<file path="src/rtl/core/asrms_pkg.sv">
// Shared types, sizes and register indexes for the audio RMS level meter.
package asrms_pkg;

   // Frame length and the widths that follow from it. The frame length is a
   // power of two, so the mean square is the frame sum shifted right by POS_W.
   localparam int FRAME_SAMPLES = 1024;
   localparam int POS_W         = $clog2(FRAME_SAMPLES);
   localparam int SAMPLE_W      = 12;
   localparam int SQUARE_W      = 2 * SAMPLE_W;
   localparam int SUM_W         = SQUARE_W + POS_W;

   // The square root yields one bit per step, as does the level division.
   localparam int ROOT_STEPS    = SAMPLE_W;
   localparam int LEVEL_STEPS   = SAMPLE_W;
   localparam int CNT_W         = $clog2(ROOT_STEPS);

   // Smoothing factor format.
   localparam int ALPHA_W       = 9;
   localparam int ALPHA_ONE     = 256;
   localparam int SMOOTH_W      = SAMPLE_W + ALPHA_W;

   // Queue between the front and the back.
   localparam int QUEUE_DEPTH   = 4;
   localparam int QPTR_W        = $clog2(QUEUE_DEPTH);

   // Configuration port.
   localparam int CSR_INDEX_W   = 3;
   localparam int CSR_DATA_W    = 12;
   localparam logic [CSR_INDEX_W-1:0] CSR_ENABLE_SMOOTHING   = 3'd0;
   localparam logic [CSR_INDEX_W-1:0] CSR_SMOOTHING_ALPHA    = 3'd1;
   localparam logic [CSR_INDEX_W-1:0] CSR_ENABLE_COMPRESSION = 3'd2;
   localparam logic [CSR_INDEX_W-1:0] CSR_COMPRESS_THRESHOLD = 3'd3;
   localparam logic [CSR_INDEX_W-1:0] CSR_INTENSITY_STEP     = 3'd4;

   // Register file contents as seen by the front and the back.
   typedef struct packed {
      logic                enable_smoothing;
      logic [ALPHA_W-1:0]  smoothing_alpha;
      logic                enable_compression;
      logic [SAMPLE_W-1:0] compress_threshold;
      logic [SAMPLE_W-1:0] intensity_step;
   } cfg_type;

   // One queued request after smoothing.
   typedef struct packed {
      logic [SAMPLE_W-1:0] smoothed;
      logic                last;
   } entry_type;

   // Back end sequencer states.
   typedef enum logic [2:0] {
      BK_IDLE,
      BK_SQUARE,
      BK_ROOT,
      BK_LEVEL
   } back_state_type;

endpackage

</file>
<file path="src/rtl/core/asrms_front.sv">
// Front end: accepts requests, applies the smoothing filter and tracks frame position.
module asrms_front (
   input  logic                                clock,
   input  logic                                reset,
   input  asrms_pkg::cfg_type                  cfg,
   input  logic                                req_valid,
   output logic                                req_stall,
   input  logic [asrms_pkg::SAMPLE_W-1:0]      req_sample,
   input  logic                                q_full,
   output logic                                q_push,
   output asrms_pkg::entry_type                q_entry
);

   logic [asrms_pkg::SAMPLE_W-1:0] prev_ff, prev_in;
   logic [asrms_pkg::POS_W-1:0]    pos_ff, pos_in;
   logic [asrms_pkg::ALPHA_W-1:0]  alpha_sat;
   logic [asrms_pkg::ALPHA_W-1:0]  alpha_inv;
   logic [asrms_pkg::SMOOTH_W-1:0] prod_new;
   logic [asrms_pkg::SMOOTH_W-1:0] prod_old;
   logic [asrms_pkg::SMOOTH_W-1:0] smooth_sum;
   logic [asrms_pkg::SAMPLE_W-1:0] smoothed;
   logic                           last;

   // A request is taken whenever the queue has room.
   assign req_stall = q_full;
   assign q_push    = req_valid && !q_full;

   // One-pole low-pass filter; alpha saturates at unity.
   assign alpha_sat  = (cfg.smoothing_alpha > asrms_pkg::ALPHA_W'(asrms_pkg::ALPHA_ONE)) ?
                       asrms_pkg::ALPHA_W'(asrms_pkg::ALPHA_ONE) : cfg.smoothing_alpha;
   assign alpha_inv  = asrms_pkg::ALPHA_W'(asrms_pkg::ALPHA_ONE) - alpha_sat;
   assign prod_new   = asrms_pkg::SMOOTH_W'(alpha_sat) * asrms_pkg::SMOOTH_W'(req_sample);
   assign prod_old   = asrms_pkg::SMOOTH_W'(alpha_inv) * asrms_pkg::SMOOTH_W'(prev_ff);
   assign smooth_sum = prod_new + prod_old;

   // The first sample of a frame, and every sample while smoothing is off, bypasses the filter.
   always_comb begin
      if (cfg.enable_smoothing && (pos_ff != '0)) begin
         smoothed = smooth_sum[asrms_pkg::SAMPLE_W+7:8];
      end else begin
         smoothed = req_sample;
      end
   end

   assign last = (pos_ff == asrms_pkg::POS_W'(asrms_pkg::FRAME_SAMPLES - 1));

   assign q_entry.smoothed = smoothed;
   assign q_entry.last     = last;

   // Filter history and frame position advance on each accepted request.
   always_comb begin
      prev_in = prev_ff;
      pos_in  = pos_ff;
      if (q_push) begin
         prev_in = smoothed;
         pos_in  = last ? '0 : pos_ff + 1'b1;
      end
   end

   always_ff @(posedge clock) begin
      if (reset) begin
         prev_ff <= '0;
         pos_ff  <= '0;
      end else begin
         prev_ff <= prev_in;
         pos_ff  <= pos_in;
      end
   end

endmodule

</file>
<file path="src/rtl/core/asrms_queue.sv">
// Small request queue between the front end and the back end.
module asrms_queue (
   input  logic                 clock,
   input  logic                 reset,
   input  logic                 push,
   input  asrms_pkg::entry_type push_entry,
   output logic                 full,
   input  logic                 pop,
   output asrms_pkg::entry_type pop_entry,
   output logic                 empty
);

   asrms_pkg::entry_type          mem_ff [asrms_pkg::QUEUE_DEPTH];
   logic [asrms_pkg::QPTR_W-1:0]  wr_ptr_ff, wr_ptr_in;
   logic [asrms_pkg::QPTR_W-1:0]  rd_ptr_ff, rd_ptr_in;
   logic [asrms_pkg::QPTR_W:0]    count_ff, count_in;

   assign full      = (count_ff == (asrms_pkg::QPTR_W + 1)'(asrms_pkg::QUEUE_DEPTH));
   assign empty     = (count_ff == '0);
   assign pop_entry = mem_ff[rd_ptr_ff];

   // Pointer and occupancy update.
   always_comb begin
      wr_ptr_in = push ? wr_ptr_ff + 1'b1 : wr_ptr_ff;
      rd_ptr_in = pop ? rd_ptr_ff + 1'b1 : rd_ptr_ff;
      count_in  = count_ff;
      if (push && !pop) begin
         count_in = count_ff + 1'b1;
      end else if (pop && !push) begin
         count_in = count_ff - 1'b1;
      end
   end

   always_ff @(posedge clock) begin
      if (reset) begin
         wr_ptr_ff <= '0;
         rd_ptr_ff <= '0;
         count_ff  <= '0;
      end else begin
         wr_ptr_ff <= wr_ptr_in;
         rd_ptr_ff <= rd_ptr_in;
         count_ff  <= count_in;
      end
   end

   // Entry storage.
   always_ff @(posedge clock) begin
      if (push) begin
         mem_ff[wr_ptr_ff] <= push_entry;
      end
   end

endmodule

</file>
<file path="src/rtl/core/asrms_back.sv">
// Back end: compression, square accumulation and the frame-end RMS and level sequencer.
module asrms_back (
   input  logic                                clock,
   input  logic                                reset,
   input  asrms_pkg::cfg_type                  cfg,
   input  logic                                q_empty,
   input  asrms_pkg::entry_type                q_entry,
   output logic                                q_pop,
   output logic                                rsp_valid,
   input  logic                                rsp_stall,
   output logic [asrms_pkg::SAMPLE_W-1:0]      rsp_processed_sample,
   output logic                                rsp_frame_done,
   output logic [asrms_pkg::SAMPLE_W-1:0]      rsp_rms_level,
   output logic [asrms_pkg::SAMPLE_W-1:0]      rsp_intensity
);

   localparam int SW = asrms_pkg::SAMPLE_W;
   localparam int RAD_W = asrms_pkg::SQUARE_W;

   asrms_pkg::back_state_type     state_ff, state_in;
   logic [asrms_pkg::CNT_W-1:0]   cnt_ff, cnt_in;
   logic [SW-1:0]                 c_ff, c_in;
   logic                          last_ff, last_in;
   logic [asrms_pkg::SUM_W-1:0]   sum_ff, sum_in;
   logic [RAD_W-1:0]              rad_ff, rad_in;
   logic [SW-1:0]                 root_ff, root_in;
   logic [SW:0]                   srem_ff, srem_in;
   logic [SW-1:0]                 lquo_ff, lquo_in;
   logic [SW-1:0]                 lrem_ff, lrem_in;

   logic                          rsp_valid_ff, rsp_valid_in;
   logic [SW-1:0]                 rsp_sample_ff, rsp_sample_in;
   logic                          rsp_done_ff, rsp_done_in;
   logic [SW-1:0]                 rsp_rms_ff, rsp_rms_in;
   logic [SW-1:0]                 rsp_level_ff, rsp_level_in;

   logic [SW-1:0]                 compressed;
   logic [SW-1:0]                 excess;
   logic [RAD_W-1:0]              square;
   logic [asrms_pkg::SUM_W-1:0]   sum_next;
   logic [SW+2:0]                 scur;
   logic [SW+2:0]                 strial;
   logic [SW+2:0]                 sdiff;
   logic                          sge;
   logic [SW-1:0]                 root_next;
   logic [SW:0]                   ltrial;
   logic [SW:0]                   ldiv;
   logic [SW:0]                   ldiff;
   logic                          lge;
   logic [SW-1:0]                 lquo_next;
   logic [SW-1:0]                 step;

   // Hard-knee compressor on the queued sample.
   assign excess = q_entry.smoothed - cfg.compress_threshold;
   always_comb begin
      if (cfg.enable_compression && (q_entry.smoothed > cfg.compress_threshold)) begin
         compressed = cfg.compress_threshold + (excess >> 1);
      end else begin
         compressed = q_entry.smoothed;
      end
   end

   // Square and running sum.
   assign square   = RAD_W'(c_ff) * RAD_W'(c_ff);
   assign sum_next = sum_ff + asrms_pkg::SUM_W'(square);

   // One digit step of the square root.
   assign scur      = {srem_ff, rad_ff[RAD_W-1:RAD_W-2]};
   assign strial    = {1'b0, root_ff, 2'b01};
   assign sge       = (scur >= strial);
   assign sdiff     = scur - strial;
   assign root_next = {root_ff[SW-2:0], sge};

   // One restoring step of the level division; a zero step counts as one.
   assign step      = (cfg.intensity_step == '0) ? SW'(1) : cfg.intensity_step;
   assign ltrial    = {lrem_ff, lquo_ff[SW-1]};
   assign ldiv      = {1'b0, step};
   assign lge       = (ltrial >= ldiv);
   assign ldiff     = ltrial - ldiv;
   assign lquo_next = {lquo_ff[SW-2:0], lge};

   // Sequencer: next state, datapath and result register loads.
   always_comb begin
      state_in      = state_ff;
      cnt_in        = cnt_ff;
      c_in          = c_ff;
      last_in       = last_ff;
      sum_in        = sum_ff;
      rad_in        = rad_ff;
      root_in       = root_ff;
      srem_in       = srem_ff;
      lquo_in       = lquo_ff;
      lrem_in       = lrem_ff;
      q_pop         = 1'b0;
      rsp_valid_in  = rsp_valid_ff && rsp_stall;
      rsp_sample_in = rsp_sample_ff;
      rsp_done_in   = rsp_done_ff;
      rsp_rms_in    = rsp_rms_ff;
      rsp_level_in  = rsp_level_ff;
      unique case (state_ff)
         asrms_pkg::BK_IDLE: begin
            if (!q_empty && !rsp_valid_ff) begin
               q_pop    = 1'b1;
               c_in     = compressed;
               last_in  = q_entry.last;
               state_in = asrms_pkg::BK_SQUARE;
            end
         end
         asrms_pkg::BK_SQUARE: begin
            if (last_ff) begin
               // The mean square is the frame sum divided by the frame length, a right shift by POS_W.
               rad_in   = sum_next[asrms_pkg::SUM_W-1:asrms_pkg::POS_W];
               root_in  = '0;
               srem_in  = '0;
               sum_in   = '0;
               cnt_in   = asrms_pkg::CNT_W'(asrms_pkg::ROOT_STEPS - 1);
               state_in = asrms_pkg::BK_ROOT;
            end else begin
               sum_in        = sum_next;
               rsp_valid_in  = 1'b1;
               rsp_sample_in = c_ff;
               rsp_done_in   = 1'b0;
               rsp_rms_in    = '0;
               rsp_level_in  = '0;
               state_in      = asrms_pkg::BK_IDLE;
            end
         end
         asrms_pkg::BK_ROOT: begin
            srem_in = sge ? sdiff[SW:0] : scur[SW:0];
            root_in = root_next;
            rad_in  = {rad_ff[RAD_W-3:0], 2'b00};
            if (cnt_ff == '0) begin
               lquo_in  = (root_next == '0) ? '0 : root_next - 1'b1;
               lrem_in  = '0;
               cnt_in   = asrms_pkg::CNT_W'(asrms_pkg::LEVEL_STEPS - 1);
               state_in = asrms_pkg::BK_LEVEL;
            end else begin
               cnt_in = cnt_ff - 1'b1;
            end
         end
         asrms_pkg::BK_LEVEL: begin
            lrem_in = lge ? ldiff[SW-1:0] : ltrial[SW-1:0];
            lquo_in = lquo_next;
            if (cnt_ff == '0) begin
               rsp_valid_in  = 1'b1;
               rsp_sample_in = c_ff;
               rsp_done_in   = 1'b1;
               rsp_rms_in    = root_ff;
               rsp_level_in  = lquo_next;
               state_in      = asrms_pkg::BK_IDLE;
            end else begin
               cnt_in = cnt_ff - 1'b1;
            end
         end
         default: begin
            state_in = asrms_pkg::BK_IDLE;
         end
      endcase
   end

   // Control registers.
   always_ff @(posedge clock) begin
      if (reset) begin
         state_ff     <= asrms_pkg::BK_IDLE;
         sum_ff       <= '0;
         rsp_valid_ff <= 1'b0;
      end else begin
         state_ff     <= state_in;
         sum_ff       <= sum_in;
         rsp_valid_ff <= rsp_valid_in;
      end
   end

   // Datapath and result payload registers.
   always_ff @(posedge clock) begin
      cnt_ff        <= cnt_in;
      c_ff          <= c_in;
      last_ff       <= last_in;
      rad_ff        <= rad_in;
      root_ff       <= root_in;
      srem_ff       <= srem_in;
      lquo_ff       <= lquo_in;
      lrem_ff       <= lrem_in;
      rsp_sample_ff <= rsp_sample_in;
      rsp_done_ff   <= rsp_done_in;
      rsp_rms_ff    <= rsp_rms_in;
      rsp_level_ff  <= rsp_level_in;
   end

   assign rsp_valid            = rsp_valid_ff;
   assign rsp_processed_sample = rsp_sample_ff;
   assign rsp_frame_done       = rsp_done_ff;
   assign rsp_rms_level        = rsp_rms_ff;
   assign rsp_intensity        = rsp_level_ff;

`ifndef ASSERT_OFF
   // The result register stays empty while the frame-end sequence runs.
   a_busy_no_result: assert property (@(posedge clock) disable iff (reset)
      (state_ff == asrms_pkg::BK_ROOT || state_ff == asrms_pkg::BK_LEVEL) |-> !rsp_valid_ff)
      else $error("result pending during frame-end sequence");

   // The last level step always delivers a frame-done result.
   a_level_delivers: assert property (@(posedge clock) disable iff (reset)
      (state_ff == asrms_pkg::BK_LEVEL && cnt_ff == '0) |=> (rsp_valid_ff && rsp_done_ff))
      else $error("frame end did not produce a frame-done result");

   // The accumulator is cleared as soon as a frame closes.
   a_sum_cleared: assert property (@(posedge clock) disable iff (reset)
      (state_ff == asrms_pkg::BK_ROOT) |-> (sum_ff == '0))
      else $error("square sum not cleared at frame end");

   // Mid-frame results carry no level information.
   a_midframe_zero: assert property (@(posedge clock) disable iff (reset)
      (rsp_valid_ff && !rsp_done_ff) |-> (rsp_rms_ff == '0 && rsp_level_ff == '0))
      else $error("mid-frame result carries RMS or intensity");
`endif

endmodule

</file>
<file path="src/rtl/core/audio_smooth_compress_rms_meter.sv">
// A mid-frame request passes through the queue, the back end's sample register and the result
// register before its result appears. A frame's last request adds 12 square-root and 12
// level-division steps. Inside a frame the back end sequencer takes a new request only once
// each result has left; a frame's last request holds the back end through all of those steps.
// The 4-entry queue keeps taking requests, until it is full, while a result waits or a frame closes.
// Reset is synchronous and active high; it restores register defaults and clears state.
module audio_smooth_compress_rms_meter (
   input  logic                                   clock,
   input  logic                                   reset,
   input  logic                                   csr_we,
   input  logic [asrms_pkg::CSR_INDEX_W-1:0]      csr_index,
   input  logic [asrms_pkg::CSR_DATA_W-1:0]       csr_wdata,
   input  logic                                   req_valid,
   output logic                                   req_stall,
   input  logic [asrms_pkg::SAMPLE_W-1:0]         req_sample,
   output logic                                   rsp_valid,
   input  logic                                   rsp_stall,
   output logic [asrms_pkg::SAMPLE_W-1:0]         rsp_processed_sample,
   output logic                                   rsp_frame_done,
   output logic [asrms_pkg::SAMPLE_W-1:0]         rsp_rms_level,
   output logic [asrms_pkg::SAMPLE_W-1:0]         rsp_intensity
);

   asrms_pkg::cfg_type   cfg_ff, cfg_in;
   asrms_pkg::entry_type push_entry;
   asrms_pkg::entry_type pop_entry;
   logic                 q_push;
   logic                 q_pop;
   logic                 q_full;
   logic                 q_empty;

   // Register writes; unknown indexes are ignored.
   always_comb begin
      cfg_in = cfg_ff;
      if (csr_we) begin
         unique case (csr_index)
            asrms_pkg::CSR_ENABLE_SMOOTHING:   cfg_in.enable_smoothing   = csr_wdata[0];
            asrms_pkg::CSR_SMOOTHING_ALPHA:
               cfg_in.smoothing_alpha = csr_wdata[asrms_pkg::ALPHA_W-1:0];
            asrms_pkg::CSR_ENABLE_COMPRESSION: cfg_in.enable_compression = csr_wdata[0];
            asrms_pkg::CSR_COMPRESS_THRESHOLD: cfg_in.compress_threshold = csr_wdata;
            asrms_pkg::CSR_INTENSITY_STEP:     cfg_in.intensity_step     = csr_wdata;
            default: begin
            end
         endcase
      end
   end

   always_ff @(posedge clock) begin
      if (reset) begin
         cfg_ff.enable_smoothing   <= 1'b1;
         cfg_ff.smoothing_alpha    <= asrms_pkg::ALPHA_W'(128);
         cfg_ff.enable_compression <= 1'b1;
         cfg_ff.compress_threshold <= asrms_pkg::SAMPLE_W'(2048);
         cfg_ff.intensity_step     <= asrms_pkg::SAMPLE_W'(819);
      end else begin
         cfg_ff <= cfg_in;
      end
   end

   // Front end: smoothing and framing.
   asrms_front u_front (
      .clock      (clock),
      .reset      (reset),
      .cfg        (cfg_ff),
      .req_valid  (req_valid),
      .req_stall  (req_stall),
      .req_sample (req_sample),
      .q_full     (q_full),
      .q_push     (q_push),
      .q_entry    (push_entry)
   );

   // Decoupling queue.
   asrms_queue u_queue (
      .clock      (clock),
      .reset      (reset),
      .push       (q_push),
      .push_entry (push_entry),
      .full       (q_full),
      .pop        (q_pop),
      .pop_entry  (pop_entry),
      .empty      (q_empty)
   );

   // Back end: compression, accumulation and frame statistics.
   asrms_back u_back (
      .clock                (clock),
      .reset                (reset),
      .cfg                  (cfg_ff),
      .q_empty              (q_empty),
      .q_entry              (pop_entry),
      .q_pop                (q_pop),
      .rsp_valid            (rsp_valid),
      .rsp_stall            (rsp_stall),
      .rsp_processed_sample (rsp_processed_sample),
      .rsp_frame_done       (rsp_frame_done),
      .rsp_rms_level        (rsp_rms_level),
      .rsp_intensity        (rsp_intensity)
   );

endmodule

</file>
<file path="config.mk">
export PLATFORM = sky130hd
export DESIGN_NAME = audio_smooth_compress_rms_meter
export DESIGN_NICKNAME = d
export VERILOG_FILES = /design/src/rtl/core/asrms_pkg.sv /design/src/rtl/core/asrms_front.sv /design/src/rtl/core/asrms_queue.sv /design/src/rtl/core/asrms_back.sv /design/src/rtl/core/audio_smooth_compress_rms_meter.sv
export SDC_FILE = /design/constraint.sdc
export NUM_CORES = 1
export LEC_CHECK = 0
export ABC_AREA = 1
export BUFFER_PORTS_ARGS = -buffer_cell sky130_fd_sc_hd__clkbuf_2
export CAP_MARGIN = 15
export CORE_UTILIZATION = 46
export DETAILED_ROUTE_END_ITERATION = 12
export PLACE_DENSITY = 0.68
export REMOVE_ABC_BUFFERS = 1
export SLEW_MARGIN = 20
export SYNTH_ARGS = -nofsm -noshare
export SYNTH_HDL_FRONTEND = slang
export SYNTH_SLANG_ARGS = --single-unit
</file>
<file path="constraint.sdc">
create_clock -name clock -period 7.63 [get_ports clock]
set_input_delay 0.3815 -clock clock [delete_from_list [all_inputs] [get_ports clock]]
set_output_delay 0.3815 -clock clock [all_outputs]
set_load 0.05 [all_outputs]
</file>
# Yosys cells after proc, flatten, opt, wreduce, memory -nomap -nowiden
# Memory sizes are Yosys's and may differ from the RTL's. A register that Yosys moved wholly into a read port is not among the register bits.
# Cells that the tools add are included.
dict set report totals {
  regBits 229
  mem_bits_rw 52
  input_bits 32
  n_memories 1
}
# name words width read_ports rd_clocked_by_memory_dff wr line
set mem_list {}
lappend mem_list {u_queue.mem_ff 4 13 1 1 1 asrms_queue.sv:13} ;# asrms_pkg::entry_type mem_ff [asrms_pkg::QUEUE_DEPTH];
dict set report op_classes {
  addsub 14
  mul 3
  order_cmp 4
  n_eq_ne 15
  mux 50
  reduce_logical 35
}
# operator n
set ops {}
lappend ops {{2-to-1 mux 12 bit} 13}
lappend ops {{one-hot mux 12 bit (2 select lines)} 6}
lappend ops {{one-hot mux 24 bit (2 select lines)} 1}
lappend ops {{multiplier 9 x 12 -> 20 bit} 2}
lappend ops {{adder 34 x 24 -> 34 bit} 1}
lappend ops {{2-to-1 mux 34 bit} 1}
lappend ops {{2-to-1 mux 13 bit} 2}
lappend ops {{one-hot mux 13 bit (2 select lines)} 1}
lappend ops {{logical NOT 12 bit} 2}
lappend ops {{multiplier 12 x 12 -> 24 bit} 1}
lappend ops {{2-to-1 mux 24 bit} 1}
lappend ops {{subtractor 12 bit} 2}
lappend ops {{adder 20 bit} 1}
lappend ops {{AND reduction 2 bit} 8}
lappend ops {{>= comparator 15 x 14 -> 1 bit} 1}
lappend ops {{2-to-1 mux 3 bit} 5}
lappend ops {{>= comparator 13 x 12 -> 1 bit} 1}
lappend ops {{subtractor 13 bit} 1}
lappend ops {{adder 12 x 11 -> 12 bit} 1}
lappend ops {{== test 3 x 2 -> 1 bit (second input constant)} 4}
lappend ops {{> comparator 12 bit} 1}
lappend ops {{2-to-1 mux 4 bit} 3}
lappend ops {{one-hot mux 3 bit (4 select lines)} 1}
lappend ops {{one-hot mux 4 bit (3 select lines)} 1}
lappend ops {{other kinds (26)} 60}

# Longest topological paths before layout
# Gate-level depths: netlist (run 1).
dict set report logic_depth {
  depth_word 8
  ltp_mapped 37
  depth_no_buf 37
}

# Modules after synthesis
# From an unflattened synthesis (run 1), not the netlist that was laid out.
dict set report hier_totals {
  cells_unflattened 3358
  hier_area_um2 26858.3
}
# mod instances cells_each area_each_um2
set modules_own_cells {}
lappend modules_own_cells {asrms_back 1 1853 14681.6}
lappend modules_own_cells {asrms_front 1 1115 8335.5}
lappend modules_own_cells {asrms_queue 1 184 2421.1}
lappend modules_own_cells {audio_smooth_compress_rms_meter 1 206 1420.1}

# Worst setup path after synthesis (run 1)
# OpenSTA, ideal clock, no wires.
dict set report synth_path {
  kind {flip-flop to flip-flop}
  from {register cfg_ff[33] (netlist name)}
  to {register u_front.prev_ff[5] (netlist name)}
  setup_time_ns 0.116
  arrival_time_ns 6.194
  required_time_ns 7.514
  setup_slack_ns 1.320
  stages_incl_launch_ff 29
  cell_sequence {dfxtp_1 -> buf_4 -> nor2_1 -> inv_1 -> ha_1 -> nand3_4 -> nor2_4 -> xor2_4 -> inv_2 -> nand2_1 -> fa_1 -> fa_1 -> inv_1 -> fa_1 -> fa_1 -> fa_1 -> inv_1 -> fa_1 -> inv_1 -> ha_1 -> a21oi_1 -> nand2_1 -> a21oi_1 -> nand2_1 -> or2_2 -> nand3_1 -> o21ai_0 -> o21ai_0 -> inv_1}
}
# item line
set synth_rtl {}
lappend synth_rtl {{start: declaration} audio_smooth_compress_rms_meter.sv:24} ;# asrms_pkg::cfg_type cfg_ff, cfg_in;
lappend synth_rtl {{start signal: assignment} audio_smooth_compress_rms_meter.sv:57} ;# cfg_ff <= cfg_in;
lappend synth_rtl {{end signal: assignment} asrms_front.sv:65} ;# prev_ff <= prev_in;
lappend synth_rtl {{end: declaration} asrms_front.sv:14} ;# logic [asrms_pkg::SAMPLE_W-1:0] prev_ff, prev_in;

==> metrics, run 1 <==
status=finished clean; synth cell count leaders=inv_1 (650), nand2_1 (607), fa_1 (273), nor2_1 (259), a21oi_1 (193); Placer Congestion=0.9436; Synth-to-Final Area Change=9.066%; largest net degree at the start of global routing=51; share of cells above drive strength 1=6.382%; fmax=142.5 MHz; vias in the first global route=20240; Area contributors post-synth=fa_1 (21%), edfxtp_1 (21%), inv_1 (9.5%); CP Launch Type=flop; Iter 0 DRT Violations=1335; Fin Hold WS=0.08833 ns; initial antenna violation count=1; final worst path period need=7.019 ns; top cell type's share of synthesized area=21.23%; Max-Cap Viols=0; synth warn=0; sequential share of the synthesized area=28.90%; setup_tns=0 ns; Die X=238.5 um; Site Rows=86; clock sinks=282; die area=0.05690 mm2; Post-Syn Area per Cell=8.276 um2; DRC viols=0; drt via density=5.114; fin. max-slew vios=0; GRT overflow=0; crit end category=flop; hold buffers post-CTS=0; multi-input combinational cell area=0.01549 mm2; Compound-Gate Fraction of Synth Area=9.027%; largest family of logic cells by synthesized area=adder cells; Final Skew=0.01811 ns; H-Tree Depth=2; slowest stage delay, CP=0.54 ns; Reg area=0.007437 mm2; Worst-Margin Slew=0.8497 ns; crit path kind=flop to flop; fraction of registers with async set/reset=0%; detailed placement HPWL=50450 um; slowest stage cell, crit path=fa_1; Synth Flop Type=edfxtp_1; # IOs=71; Max FO, Critical Path=11; unrepaired setup endpoints after global routing=no; CTS tree=built; Starting Density=46.63%; vias=20090; area fraction in and, or, nand and nor cells after synthesis=18.47%; final setup violation count=0; Yosys reg bits=282; Adder-Cell Fraction of Synth Area=30.47%; most frequent CP cell=fa_1; placed cells=3865; Syn Inst Count=3110; post-CTS sizing=0; Avg WL per Cell=16.05 um; Layout Nets=3649; CP required=8.07 ns; post-synthesis cell type count=56; Layout Cells excl Fill=3929; setup bufs post-CTS=0; IO buf count=70; ANT nets after route=0; final core occ=50.85%; number of diodes=0; Total GRT Usage=23.04%; Pre-Repair DR Iteration Count=6; total CTS buffers=35; top-count cell post-synth=inv_1; multiplexer share of the synthesized area=0%; Period Utilization, post-route=91.99%; worst min path class=input port to flop; maximum root-to-sink buffer count=3; Rel. slew slack=43.30%; Worst-Skew Late Latency=0.55 ns; core area=0.05520 mm2; number of flops mapped to enable cells by yosys=179; first-pass GRT wire length=103600 um; area leader, netlist=fa_1; critical path data arrival time=7.46 ns; die extent in y=238.5 um; synthesized area=0.02574 mm2; Detailed Route WL=63040 um; Final Hold Vio Count=0; clk root buf=clkbuf_16; clk slew on worst S/H paths=0.06 ns; Synth Area in XOR/XNOR=2.081%; filler cell count=5257
final cells by class:
cell class	instances	area share (%)
multi-input cells	2080	55.18
flip-flops and latches	282	26.49
repair buffers	94	1.890
clock inverters	24	1.021
clock buffers	40	3.223
inverters	661	8.856
well taps	748	3.334
critical path: cells and delay by family, from the launching register on:
family,cells,cell delay (ns)
AO/OA/AOI/OAI,6,1.02
buffers and inverters,5,0.43
adder cells (fa/ha/maj),7,3.45
AND/OR/NAND/NOR,11,1.69
flip-flops,1,0.29
final timing paths:
| path | cells past startpoint | to | slack (ns) | start |
|---|---|---|---|---|
| hold reg to reg | 2 | u_queue.rd_ptr_ff[1] | 0.47 | u_queue.rd_ptr_ff[1] |
| setup / recovery | 29 | u_front.prev_ff[5] | 0.61 | cfg_ff[30] |
| setup reg to reg | 29 | u_front.prev_ff[5] | 0.61 | cfg_ff[30] |
| hold / removal | 3 | cfg_ff[23] | 0.09 | csr_wdata[11] |
cell usage in the layout, fill, tap and decap left out, types with 9 or more instances in the layout:
master / instances
a21oi_1: 192
buf_4: 24
clkbuf_16: 35
clkbuf_2: 70
clkinv_1: 11
dfxtp_1: 103
edfxtp_1: 179
fa_1: 273
ha_1: 190
inv_1: 650
nand2_1: 607
nand3_1: 157
nand3b_1: 12
nand4_1: 23
nor2_1: 257
nor3_1: 26
nor4_1: 9
o21ai_0: 155
o21bai_1: 10
o22ai_1: 16
or2_2: 16
xnor2_1: 18
xor2_1: 40
routing by layer:
layer,vias to the layer above,track usage (%),share of wire [%]
met5,-,0,0
met4,0,9.382,3.7
li1,9875,-,-
met3,143,2.806,5.3
met2,494,39.24,48
met1,9579,29.73,43
stage by stage:
stage                     worst slack (ns)  cell area (um2)
final                               0.6109            28070
after detailed placement            0.6469            26880
after global routing                0.1558            28070
after global placement              0.7310            26880
after floorplan                     0.5199            25380
after CTS                           0.6323            28070
flip-flops by register name, indices dropped and copies added, names as in the netlist, 13 cells and up, named ones only:
| signal | cells |
|---|---|
| u_back.srem_ff | 13 |
| cfg_ff | 35 |
| u_back.sum_ff | 34 |
| u_back.rad_ff | 24 |
| u_queue.mem_ff | 52 |
logic make-up after synthesis:
kind of cell | Yosys count
xor gates and xnor gates | 59
and+or+nand+nor | 1132
buffers and inverters | 748
AOI/OAI and AO/OA | 426
DFF | 282
adders and majority gates | 463
Power of run 1 is not shown: default switching activity piles up to over one toggle a cycle in this logic, so the estimate is an artifact.
==> inputs of run 2 (changes only) <==
--- a/config.mk
+++ b/config.mk
@@ -10,7 +10,9 @@
 export CAP_MARGIN = 15
 export CORE_UTILIZATION = 46
 export DETAILED_ROUTE_END_ITERATION = 12
+export HOLD_SLACK_MARGIN = 0.12
 export PLACE_DENSITY = 0.68
+export RECOVER_POWER = 50
 export REMOVE_ABC_BUFFERS = 1
 export SLEW_MARGIN = 20
 export SYNTH_ARGS = -nofsm -noshare
==> run 2 against run 1 <==
The run now ends with max-capacitance violations, max-slew violations left. Setup slack worse by 0.016 ns. Critical path depth unchanged. First-iteration DRC count up 6.1%. Die area unchanged. Non-clock buffer count up 3. Final cell count about the same. Via count about the same. Sequential share of layout area up 0.077 points. Critical path type unchanged.
==> metrics, run 2 (same netlist as run 1, synthesis figures left out) <==
status=complete, but fails checks; failing checks=max-capacitance violations, max-slew violations; unrepaired setup endpoints after global routing=no; hold depth=3 (unchanged); # IOs=71 (unchanged); vias=20090 (-0.010%); reg2reg setup slack=0.60 ns (-0.02 ns); Period Utilization, post-route=92.20% (+0.21 points); die extent in y=238.5 um (unchanged); detailed placement HPWL=50450 um (unchanged); Max-Cap Viols=4 (+4); Pre-Repair DR Iteration Count=6 (unchanged); Reg with most FFs=u_queue.mem_ff; post-CTS sizing=0 (unchanged); slowest stage delay, CP=0.54 ns (about the same); Iter 0 DRT Violations=1416 (+6.1%); worst min path class=input port to flop; RR Startpoint=cfg_ff[30]; IO buf count=70 (unchanged); crit-path leading delay family=adder cells; Critical path buffers and inverters=5 (unchanged); fin. max-slew vios=143 (+143); Final Skew=0.01865 ns (+0.0005389 ns); drt via density=5.109 (about the same); die area=0.05690 mm2 (unchanged); core area=0.05520 mm2 (unchanged); Final Hold Vio Count=0 (unchanged); CTS tree=built; Rel. slew slack=-23.46% (-67 points); Reg area=0.007437 mm2 (unchanged); Hold Path End=cfg_ff[1]; worst hold start=csr_wdata[1]; Avg WL per Cell=16.04 um (about the same); clock sinks=282 (unchanged); ANT nets after route=0 (unchanged); Detailed Route WL=63090 um (about the same); clk slew on worst S/H paths=0.06 ns (about the same); setup bufs post-CTS=0 (unchanged); Worst-Skew Late Latency=0.55 ns (about the same); CP Launch Type=flop; most frequent cells in the layout=inv_1 (650), nand2_1 (607), fa_1 (273), nor2_1 (257), a21oi_1 (192); crit path kind=flop to flop; largest net degree at the start of global routing=51 (unchanged); max reg flops=52 (unchanged); Die X=238.5 um (unchanged); CP required=8.06 ns (about the same); DRC viols=0 (unchanged); final worst path period need=7.035 ns (+0.01575 ns); Placer Congestion=0.9436 (unchanged); number of diodes=0 (unchanged); Total GRT Usage=23.04% (about the same); Register-to-Register Path Depth=29 (unchanged); GRT overflow=0 (unchanged); Max FO, Critical Path=11 (unchanged); total CTS buffers=35 (unchanged); multi-input combinational cell area=0.01547 mm2 (-0.13%); most frequent CP cell=fa_1; Site Rows=86 (unchanged); top flop regs=u_queue.mem_ff (52), cfg_ff (35), u_back.sum_ff (34); Synth-to-Final Area Change=8.750%; slowest stage cell, crit path=fa_1; Layout Nets=3652 (+0.082%); crit end category=flop; share of cells above drive strength 1=4.648% (-1.7 points); commonest non-fill, non-tap cell in the layout=inv_1; critical path data arrival time=7.47 ns (about the same); vias in the first global route=20240 (+0.015%); Worst-Margin Slew=1.852 ns (+1.002 ns); filler cell count=5295 (+0.72%); initial antenna violation count=1 (unchanged); maximum root-to-sink buffer count=3 (unchanged); final setup violation count=0 (unchanged); first-pass GRT wire length=103600 um (about the same); R2R Path End=u_front.prev_ff[5]; clk root buf=clkbuf_16; H-Tree Depth=2 (unchanged); fmax=142.1 MHz (-0.22%); setup_tns=0 ns (unchanged); Starting Density=46.63% (unchanged)
-- run 2: cell count changes in the layout (fill, tap and decap cells not counted), sizes merged --
| cell | change |
|---|---|
| buf | -11 |
| clkbuf | +11 |
| dlygate4sd3 | +3 |
-- run 2: cell type report --
| cell class | count | share of cell area, % |
|---|---|---|
| Timing Repair Buffer | 97 | 1.676 |
| Sequential cell | 282 | 26.57 |
| Inverter | 661 | 8.882 |
| Tap cell | 748 | 3.344 |
| Multi-Input combinational cell | 2080 | 55.27 |
| Clock inverter | 24 | 1.024 |
| Clock buffer | 40 | 3.232 |
-- run 2: worst reg2reg max path: cells and delay by family, from the launching register on --
kind | cells | cell delay (ns)
AO/OA/AOI/OAI | 6 | 1.03
adder cells (fa/ha/maj) | 7 | 3.44
buffers and inverters | 5 | 0.45
flip-flops | 1 | 0.29
AND/OR/NAND/NOR | 11 | 1.69
-- run 2: worst max path at each step --
stage / start / to / slack, ns / depth (start not counted)
2_1_floorplan: cfg_ff[33] / u_front.prev_ff[5] / 0.52 / 27
3_3_place_gp: cfg_ff[30] / u_queue.mem_ff[1][3] / 0.73 / 30
3_5_place_dp: cfg_ff[30] / u_front.prev_ff[5] / 0.65 / 29
4_1_cts: cfg_ff[30] / u_front.prev_ff[5] / 0.63 / 29
5_1_grt: cfg_ff[30] / u_front.prev_ff[5] / 0.14 / 29
6_report: cfg_ff[30] / u_front.prev_ff[5] / 0.60 / 29
-- run 2: timing repair --
action / 4_1_cts / 5_1_grt
setup endpoints to repair: 0 / 0
hold buffers: 3 / 0
endpoints found under the hold margin: 3 / 0
-- run 2: routing by layer --
layer	vias up	track usage (%)	part of all wire (%)
met2	476	39.23	48
met3	148	2.806	5.2
met4	0	9.382	3.8
met5	-	0	0
li1	9886	-	-
met1	9579	29.74	43
-- run 2: per-stage QoR --
step	util (%)	setup slack (ns)	instance area [um2]	instances	hold slack, ns
after floorplan	-	0.5199	25380	3023	0.4212
after global placement	48.70	0.7310	26880	3865	0.4519
final	50.71	0.5951	27990	3932	0.1499
after detailed placement	48.70	0.6469	26880	3865	0.4551
after global routing	50.71	0.1419	27990	3932	0.1653
after CTS	50.91	0.6323	28100	3932	0.1359
Power of run 2 is left out for the same reason.
==> inputs of run 3 (changes only) <==
--- a/config.mk
+++ b/config.mk
@@ -8,6 +8,7 @@
 export ABC_AREA = 1
 export BUFFER_PORTS_ARGS = -buffer_cell sky130_fd_sc_hd__clkbuf_2
 export CAP_MARGIN = 15
+export CORE_MARGIN = 4
 export CORE_UTILIZATION = 46
 export DETAILED_ROUTE_END_ITERATION = 12
 export HOLD_SLACK_MARGIN = 0.12
==> run 3 against run 2 <==
The run still ends with max-capacitance violations, max-slew violations left. Register-to-register slack worse by 0.03 ns. Flip-flop and latch count stayed put. Global-route usage fell by 1.4 points. Critical path type unchanged. Critical endpoint unchanged. Largest cell class unchanged. Highest routed layer unchanged.
==> metrics, run 3 (same netlist as run 1, synthesis figures left out) <==
setup_tns=0 ns (unchanged); placed cells=3865 (unchanged); Synth-to-Final Area Change=8.740% (about the same); status=complete, but fails checks; clk root buf=clkbuf_16; slowest stage cell, crit path=fa_1; H-Tree Depth=2 (unchanged); share of cells above drive strength 1=4.742% (+0.094 points); largest net degree at the start of global routing=52 (+2.0%); clock sinks=282 (unchanged); Fin Hold WS=0.1557 ns (+0.005735 ns); Final Skew=0.02577 ns (+0.007120 ns); top flop regs=u_queue.mem_ff (52), cfg_ff (35), u_back.sum_ff (34); fin. max-slew vios=175 (+22%); Worst-Margin Slew=3.254 ns (+1.402 ns); maximum root-to-sink buffer count=3 (unchanged); Layout Nets=3652 (unchanged); CP Launch Type=flop; first-pass GRT wire length=104600 um (+0.99%); max reg flops=52 (unchanged); Site Rows=86 (unchanged); Max-Cap Viols=5 (+1); detailed placement HPWL=50490 um (about the same); Critical path buffers and inverters=5 (unchanged); crit end category=flop; Placer Congestion=0.9485 (+0.52%); vias=20120 (+0.13%); critical path data arrival time=7.50 ns (+0.03 ns); DRC viols=0 (unchanged); fmax=141.5 MHz (-0.47%); filler cell count=5321 (+0.49%); Reg area=0.007437 mm2 (unchanged); ANT nets after route=0 (unchanged); GRT overflow=0 (unchanged); Iter 0 DRT Violations=1316 (-7.1%); Pre-Repair DR Iteration Count=5 (-1); Final Hold Vio Count=0 (unchanged); vias in the first global route=20420 (+0.87%); clk slew on worst S/H paths=0.06 ns (about the same); CP required=8.06 ns (about the same); Total GRT Usage=21.61% (-1.4 points); Max FO, Critical Path=9 (-2); number of diodes=0 (unchanged); # IOs=71 (unchanged); Reg with most FFs=u_queue.mem_ff; worst min path class=input port to flop; initial antenna violation count=0 (-1); failing checks=max-capacitance violations, max-slew violations; CTS tree=built; Worst-Skew Late Latency=0.56 ns (about the same); setup bufs post-CTS=0 (unchanged); die extent in y=244.5 um (+2.5%); Die X=244.5 um (+2.5%); Rel. slew slack=-117.0% (-93 points); crit-path leading delay family=adder cells; slowest stage delay, CP=0.54 ns (about the same); drt via density=5.116 (+0.13%); die area=0.05980 mm2 (+5.1%); commonest non-fill, non-tap cell in the layout=inv_1; most frequent cells in the layout=inv_1 (650), nand2_1 (607), fa_1 (273), nor2_1 (257), a21oi_1 (192); Avg WL per Cell=16.28 um (+1.5%); Layout Cells excl Fill=3932 (unchanged); Period Utilization, post-route=92.63% (+0.43 points); final worst path period need=7.068 ns (+0.03294 ns); Detailed Route WL=64000 um (+1.5%); final setup violation count=0 (unchanged); total CTS buffers=35 (unchanged); IO buf count=70 (unchanged); core area=0.05520 mm2 (unchanged); multi-input combinational cell area=0.01548 mm2 (about the same); Starting Density=46.63% (unchanged); most frequent CP cell=fa_1; crit path kind=flop to flop; unrepaired setup endpoints after global routing=no
## run 3: through the flow
| step | cell area [um2] | worst slack, ns | utilization (%) |
|---|---|---|---|
| 6_report | 27990 | 0.5622 | 50.70 |
| 5_1_grt | 27990 | 0.07145 | 50.70 |
| 4_1_cts | 28100 | 0.4559 | 50.90 |
| 3_5_place_dp | 26880 | 0.4719 | 48.70 |
| 3_3_place_gp | 26880 | 0.5117 | 48.70 |
| 2_1_floorplan | 25380 | 0.5199 | - |
## run 3: worst reg2reg max path: cells and delay by family (launching register included)
| family | cells | cell delay [ns] |
|---|---|---|
| and+or+nand+nor | 11 | 1.76 |
| AOI/OAI and AO/OA | 6 | 1.10 |
| buffers and inverters | 5 | 0.33 |
| DFF | 1 | 0.29 |
| adders and majority gates | 7 | 3.46 |
## run 3: area by class of cell
cell class	instances	area share, %
clock buffer	42	3.331
sequential	282	26.57
inverter	661	8.883
timing repair buffer	97	1.667
tap	748	3.344
multi-input combinational	2080	55.30
clock inverter	22	0.9075
## run 3: path summary, 6_finish.rpt
path	from	slack, ns	endpoint	cells past startpoint
max	cfg_ff[30]	0.56	u_front.prev_ff[5]	29
min	csr_index[1]	0.16	cfg_ff[24]	3
max reg2reg	cfg_ff[30]	0.56	u_front.prev_ff[5]	29
min reg2reg	cfg_ff[34]	0.47	cfg_ff[34]	2
## run 3: what timing repair did
| item | 4_1_cts | 5_1_grt |
|---|---|---|
| setup endpoints to repair | 0 | 11 |
| hold buffers | 3 | 0 |
| gates resized for setup | 0 | 2 |
| hold endpoints to repair | 3 | 0 |
## run 3: per-layer routing
layer	global-route usage, %	share of wire, %	up-vias
met5	0	0	-
met4	6.545	3.0	0
met3	3.465	5.2	108
met2	37.60	49	467
met1	27.87	43	9657
li1	-	-	9883
Power of run 3 is left out for the same reason.
